[src/hw/rtl/pcfd_pkg.sv]
// Package: widths, register indexes, divider handshake types and saturation helpers.
package pcfd_pkg;

  localparam int ERR_W      = 16;
  localparam int OUT_W      = 32;
  localparam int CFG_IDX_W  = 3;
  localparam int CFG_DATA_W = 31;
  localparam int DIV_W      = 32;
  localparam int DIV_CNT_W  = 6;
  localparam int ALPHA_W    = 17;

  localparam logic [CFG_IDX_W-1:0] REG_GAIN_P      = 3'd0;
  localparam logic [CFG_IDX_W-1:0] REG_GAIN_I      = 3'd1;
  localparam logic [CFG_IDX_W-1:0] REG_GAIN_D      = 3'd2;
  localparam logic [CFG_IDX_W-1:0] REG_STEP_TIME   = 3'd3;
  localparam logic [CFG_IDX_W-1:0] REG_DERIV_TAU   = 3'd4;
  localparam logic [CFG_IDX_W-1:0] REG_INTEG_LIMIT = 3'd5;
  localparam logic [CFG_IDX_W-1:0] REG_OUT_LIMIT   = 3'd6;

  localparam logic [DIV_CNT_W-1:0] DIV_STEPS_RAW   = 6'd32;
  localparam logic [DIV_CNT_W-1:0] DIV_STEPS_ALPHA = 6'd17;

  localparam logic [31:0] SAT_MAX = 32'h7FFF_FFFF;
  localparam logic [31:0] SAT_MIN = 32'h8000_0000;

  typedef struct packed {
    logic                 start;
    logic [DIV_W-1:0]     rem_init;
    logic [DIV_W-1:0]     bits;
    logic [DIV_W-1:0]     divisor;
    logic [DIV_CNT_W-1:0] steps;
  } div_req_t;

  typedef struct packed {
    logic             done;
    logic [DIV_W-1:0] quotient;
  } div_rsp_t;

  // Saturate a wide signed value to 32 bits.
  function automatic logic [31:0] sat32(input logic signed [65:0] v);
    if (v > 66'sd2147483647) begin
      return SAT_MAX;
    end else if (v < -66'sd2147483648) begin
      return SAT_MIN;
    end else begin
      return v[31:0];
    end
  endfunction

  // Sign-extend a 32-bit value to 36 bits.
  function automatic logic signed [35:0] sx36(input logic [31:0] x);
    return $signed({{4{x[31]}}, x});
  endfunction

  // Clamp to +/-lim; lim stays below 2^31, so this also covers 32-bit saturation.
  function automatic logic [31:0] clamp_mag(input logic signed [35:0] v,
                                            input logic [30:0] lim);
    logic signed [35:0] pos_l;
    logic signed [35:0] neg_l;
    pos_l = $signed({5'b00000, lim});
    neg_l = -pos_l;
    if (v > pos_l) begin
      return pos_l[31:0];
    end else if (v < neg_l) begin
      return neg_l[31:0];
    end else begin
      return v[31:0];
    end
  endfunction

endpackage

[src/hw/rtl/pcfd_div.sv]
// Radix-2 restoring divider: one quotient bit per cycle, preloadable remainder.
module pcfd_div import pcfd_pkg::*; (
  input  logic     clk,
  input  logic     rst,
  input  div_req_t req,
  output div_rsp_t rsp
);

  logic                 busy;
  logic                 done;
  logic [DIV_CNT_W-1:0] count;
  logic [DIV_W-1:0]     rem;
  logic [DIV_W-1:0]     shift;
  logic [DIV_W-1:0]     divisor;
  logic [DIV_W-1:0]     quotient;
  logic [DIV_W:0]       trial;
  logic [DIV_W:0]       diff;
  logic                 ge;

  assign trial = {rem, shift[DIV_W-1]};
  assign diff  = trial - {1'b0, divisor};
  assign ge    = (trial >= {1'b0, divisor});

  always_ff @(posedge clk) begin
    if (rst) begin
      busy  <= 1'b0;
      done  <= 1'b0;
      count <= '0;
    end else begin
      done <= 1'b0;
      if (req.start) begin
        busy  <= 1'b1;
        count <= req.steps;
      end else if (busy) begin
        count <= count - 1'b1;
        if (count == 1) begin
          busy <= 1'b0;
          done <= 1'b1;
        end
      end
    end
  end

  always_ff @(posedge clk) begin
    if (req.start) begin
      rem      <= req.rem_init;
      shift    <= req.bits;
      divisor  <= req.divisor;
      quotient <= '0;
    end else if (busy) begin
      rem      <= ge ? diff[DIV_W-1:0] : trial[DIV_W-1:0];
      shift    <= {shift[DIV_W-2:0], 1'b0};
      quotient <= {quotient[DIV_W-2:0], ge};
    end
  end

  assign rsp.done     = done;
  assign rsp.quotient = quotient;

endmodule

[config.mk]
export PLATFORM = sky130hd
export DESIGN_NAME = pcfd_div
export DESIGN_NICKNAME = d
export VERILOG_FILES = /design/src/hw/rtl/pcfd_pkg.sv /design/src/hw/rtl/pcfd_div.sv
export SDC_FILE = /design/constraint.sdc
export NUM_CORES = 1
export LEC_CHECK = 0
export BUFFER_PORTS_ARGS = -buffer_cell sky130_fd_sc_hd__buf_2
export CAP_MARGIN = 0
export CORE_ASPECT_RATIO = 1.5
export CORE_MARGIN = 8
export CORE_UTILIZATION = 25
export DETAILED_ROUTE_END_ITERATION = 6
export SLEW_MARGIN = 20
export SYNTH_ARGS = -nofsm -noshare
export SYNTH_HDL_FRONTEND = slang
export SYNTH_SLANG_ARGS = --single-unit
[constraint.sdc]
create_clock -name clk -period 5.8 [get_ports clk]
set_input_delay 1.16 -clock clk [delete_from_list [all_inputs] [get_ports clk]]
set_output_delay 1.16 -clock clk [all_outputs]
set_load 0.005 [all_outputs]
==> reports/qor.txt, run 1 <==
status - completed
Clock Tree Buf Depth - 2
First DRT Iteration DRCs - 189
flops & latches, synth - 136
1st-pass router iterations - 4
RSZ-0062 raised after global routing - no
Crit path required time - 5.94 ns
vias in the first global route - 5244
Post-Route WL - 18000 um
clock sink total - 136
clock slew at reported path FFs - 0.06 ns
Avg Cell Area, Syn - 11.8 um2
Max stage delay on crit path - 0.79 ns
setup violators final - 0
layout net count - 883
asr flop ratio synth - 0
TritonCTS clock tree - built
total number of vias - 4982
slew margin rel. - 0.302
Num CTS Buffers - 17
first-pass GRT wire length - 28100 um
post-CTS setup buffers - 0
Worst Hold Margin - 0.497 ns
VDD IR max - 0.000224 V
fin crit share - 0.653
DRC errors left - 0
Max Slew Vio Count - 0
Max FO, Critical Path - 36
global route total overflow - 0
Synth Instances - 613
Pint - 0.00258 W
leak pwr - 3.83 nW
Synth area leader - edfxtp_1
Seq/Total Area, Yosys - 0.508
most common cell in the netlist - edfxtp_1
die area - 34800 um2
CTS Hold Bufs - 0
Critical-path top delay cell - a211o_2
Power per Cell Area - 420 nW/um2
Global Route Usage Sum - 0.107
skew final - 0.00571 ns
initial antenna violation count - 8
IO buf count - 137
Min-Delay Path Depth - 2
routed len/inst - 15.7 um
CP arrival - 3.93 ns
Layout area overhead - 23.1%
hpwl dp - 13300 um
Hold Path Class - flip-flop to flip-flop
number of enable flip-flop cells after synthesis - 96
Filler cells - 2971
Main synth FF type - edfxtp_1
drt via density - 4.34
worst slew pin tran - 1.04 ns
Yosys top cell area share - 0.398
Synth area leaders - edfxtp_1, dfxtp_1, mux2_2, ha_1, mux2i_1
final hold violation count - 0
PostCTS Resize Cnt - 0
FP Rows - 76
critical path class - flip-flop to flip-flop
TNS Setup - 0 ns
Switch Pwr - 0.00117 W
Ports - 138
Unique masters post-synth - 54
Comb pwr share - 0.358
Clock Power Share - 0.298
chip height - 225 um
CP cell instances - ha_1 > nand3b_1 > a21oi_1 > o21ai_0 > a211oi_1 > o21ai_1 > a21boi_2 > a211o_2 > nor2b_1 > a221oi_1
Post-Syn Area - 7250 um2
gpl congestion - 0.728
maxcap violations - 0
Clock Latency Late Sink - 0.44 ns
root buf cell - clkbuf_16
Synthesized Nets - 753
share of cells above drive strength 1 - 0.337
Max Clk Rate - 264 MHz
synth cell count leaders - edfxtp_1, nor2_1, mux2_2
largest net degree at the start of global routing - 59
Critical Path Source Type - flip-flop
min Tclk post-route - 3.79 ns
antenna-violating nets left - 0
r2r worst-path depth - 10
H-tree levels - 4
chip width - 155 um
CP Capture Type - flip-flop
Synth Warn # - 0
Flop pwr share - 0.344
Sw Share - 0.313
initial core utilization - 0.253
Core Region - 28600 um2
-- cell type report --
cell class,count,area (um2),area share
multi-input combinational,406,3270,0.366
tap,390,488,0.0547
clock inverter,11,104,0.0116
timing repair buffer,141,722,0.0809
clock buffer,21,504,0.0565
sequential,136,3680,0.413
inverter,41,154,0.0172
antenna,2,5.00,0.000561
-- worst max-delay path: cells and delay by family (launching register included) --
family / cells / cell delay [ns]
AO/OA/AOI/OAI: 7 / 2.02
AND/OR/NAND/NOR: 2 / 0.69
flip-flops: 1 / 0.39
adder cells (fa/ha/maj): 1 / 0.38
-- cells in the final DEF, fill, tap and decap left out, drive strengths merged, types with 24 or more instances in the layout --
cell type,n
a21oi,30
inv,47
nor2,58
nand2,24
ha,34
mux2i,37
dfxtp,40
buf,141
edfxtp,96
mux2,72
-- power by group through the flow --
stage	registers (W)	clock network, W	logic [W]
after global routing	0.00130	0.00119	0.00149
after detailed placement	0.00131	0	0.00135
after CTS	0.00129	0.00116	0.00136
after global placement	0.00131	0	0.00134
final	0.00129	0.00112	0.00134
after floorplan	0.00129	0	0.00110
-- final timing paths --
path	start	end	slack, ns
hold / removal	quotient[31]	quotient[31]	0.50
hold reg to reg	quotient[31]	quotient[31]	0.50
setup reg to reg	rem[1]	rem[26]	2.01
setup / recovery	rem[1]	rem[26]	2.01
-- stage by stage --
stage	power, W	std cells	cell area, um2	utilization	setup WS (ns)
6_report	0.00375	1148	8930	0.312	2.01
5_1_grt	0.00398	1147	8930	0.312	1.69
4_1_cts	0.00381	1146	8920	0.312	1.94
3_5_place_dp	0.00266	1114	8320	0.291	1.97
3_3_place_gp	0.00264	1114	8320	0.291	2.04
2_1_floorplan	0.00239	613	7250	-	2.13
-- sequential cells by signal, summed over array words and instances, names as in the netlist --
register / cells
shift: 32
count: 6
done: 1
busy: 1
rem: 32
quotient: 32
divisor: 32
-- layer usage --
metal  global-route usage  up-vias  wire length [um]
li1                     -     2505                 -
met1                0.101     2343              6680
met2                0.197       87              9850
met3               0.0378       33               980
met4               0.0580       14               430
met5                    0        -                86
-- kinds of logic after synthesis --
group | share of synthesized area
fa+ha+maj | 0.0614
xor+xnor | 0.0387
simple gates | 0.0844
flops | 0.508
compound gates | 0.0953
buf+inv | 0.0416
mux | 0.171
Power figures use the tool's default switching activity.
==> run 2, diff against run 1 <==
Clock period 5.8 ns to 3.7 ns, I/O delays scaled along.
==> reports/qor.txt, run 2 (synthesis results as in run 1) <==
status - completed
initial antenna violation count - 6
CP cell instances - inv_1 > ha_1 > inv_1 > fa_1 > a21o_1 > a221oi_2 > o31a_1 > o211ai_1 > a31o_2 > a31oi_1 > o21ai_0 > xor2_1 > a221o_1
worst r2r src - shift[31]
skew final - 0.00722 ns
FP Rows - 76
Max Slew Vio Count - 0
TNS Setup - 0 ns
Ports - 138
Critical Path Source Type - flip-flop
Clock Latency Late Sink - 0.43 ns
CTS Hold Bufs - 0
Max FO, Critical Path - 4
Crit path required time - 3.89 ns
setup ws final - 0.286 ns
Global Route Usage Sum - 0.108
min Tclk post-route - 3.41 ns
initial core utilization - 0.253
final hold violation count - 0
gpl congestion - 0.769
routed len/inst - 15.7 um
Place WS - 0.328 ns
Max stage delay on crit path - 0.40 ns
TritonCTS clock tree - built
Hold Path Class - input pin to flip-flop
clock slew at reported path FFs - 0.06 ns
Num CTS Buffers - 17
leak pwr - 3.89 nW
total number of vias - 5085
clock sink total - 136
chip width - 155 um
Core Region - 28600 um2
root buf cell - clkbuf_16
fin util - 0.316
slew margin rel. - 0.580
Critical-path top delay cell - fa_1
Filler cells - 2918
Clock Tree Buf Depth - 2
Sequential cell area - 3680 um2
hpwl dp - 13500 um
delay-heaviest family, CP - compound AO/OA/AOI/OAI gates
drt via density - 4.39
PostCTS Resize Cnt - 0
1st-pass router iterations - 4
chip height - 225 um
maxcap violations - 0
CP arrival - 3.60 ns
CP startpoint - shift[31]
H-tree levels - 4
IO buf count - 137
layout net count - 891
largest net degree at the start of global routing - 69
critical path class - flip-flop to flip-flop
antenna-violating nets left - 0
min-delay src - req[10]
vias in the first global route - 5481
First DRT Iteration DRCs - 257
overall power - 0.00598 W
multi-input combinational cell area - 3270 um2
DRC errors left - 0
CP Capture Type - flip-flop
commonest cells after routing, fill and taps aside - buf_2, edfxtp_1, nor2_1, mux2_2, inv_1
Worst Hold Margin - 0.476 ns
VDD IR max - 0.000344 V
share of cells above drive strength 1 - 0.344
Max Clk Rate - 293 MHz
global route total overflow - 0
critical path buffer and inverter count - 2
first-pass GRT wire length - 28800 um
worst slew pin tran - 0.629 ns
setup violators final - 0
Layout area overhead - 24.6%
most common cell after layout, fill and taps aside - buf_2
Power per Cell Area - 662 nW/um2
die area - 34800 um2
post-CTS setup buffers - 0
fin crit share - 0.923
crit-path most repeated cell - inv_1
RSZ-0062 raised after global routing - no
Post-Route WL - 18200 um
[run 2: worst register-to-register path, delay by kind of cell, from the launching register on]
family / cells / cell delay, ns
adders and majority gates: 2 / 0.57
DFF: 1 / 0.36
AOI/OAI and AO/OA: 8 / 1.93
xor gates and xnor gates: 1 / 0.16
buffers and inverters: 2 / 0.14
[run 2: routing by layer]
metal / global-route usage / vias to the layer above / share of wire
met5: 0 / - / 0.0020
met1: 0.106 / 2417 / 0.39
met2: 0.195 / 115 / 0.53
met4: 0.0663 / 6 / 0.033
met3: 0.0355 / 37 / 0.050
li1: - / 2510 / -
[run 2: per-stage QoR]
step                      area, um2  cells
after global placement         8390   1122
after floorplan                7250    613
after detailed placement       8390   1122
final                          9040   1158
after CTS                      9030   1154
after global routing           9030   1156
[run 2: cell type report]
cell class,instances,area share
Clock inverter,7,0.00831
Clock buffer,25,0.0624
Antenna cell,4,0.00111
Multi-Input combinational cell,406,0.361
Inverter,41,0.0170
Timing Repair Buffer,149,0.0879
Tap cell,390,0.0540
Sequential cell,136,0.408
[run 2: path summary, 6_finish.rpt]
kind / end / slack [ns] / depth (start not counted)
worst max register to register: rem[28] / 0.29 / 13
worst min-delay path: divisor[4] / 0.48 / 1
worst min register to register: quotient[31] / 0.50 / 2
worst max-delay path: rem[28] / 0.29 / 13
[run 2: where the power goes]
part           internal (W)  switching, W  leakage (nW)
registers           0.00192      0.000110          1.28
clock network       0.00113      0.000685         0.317
logic               0.00111       0.00103          2.29
total               0.00416       0.00182          3.89
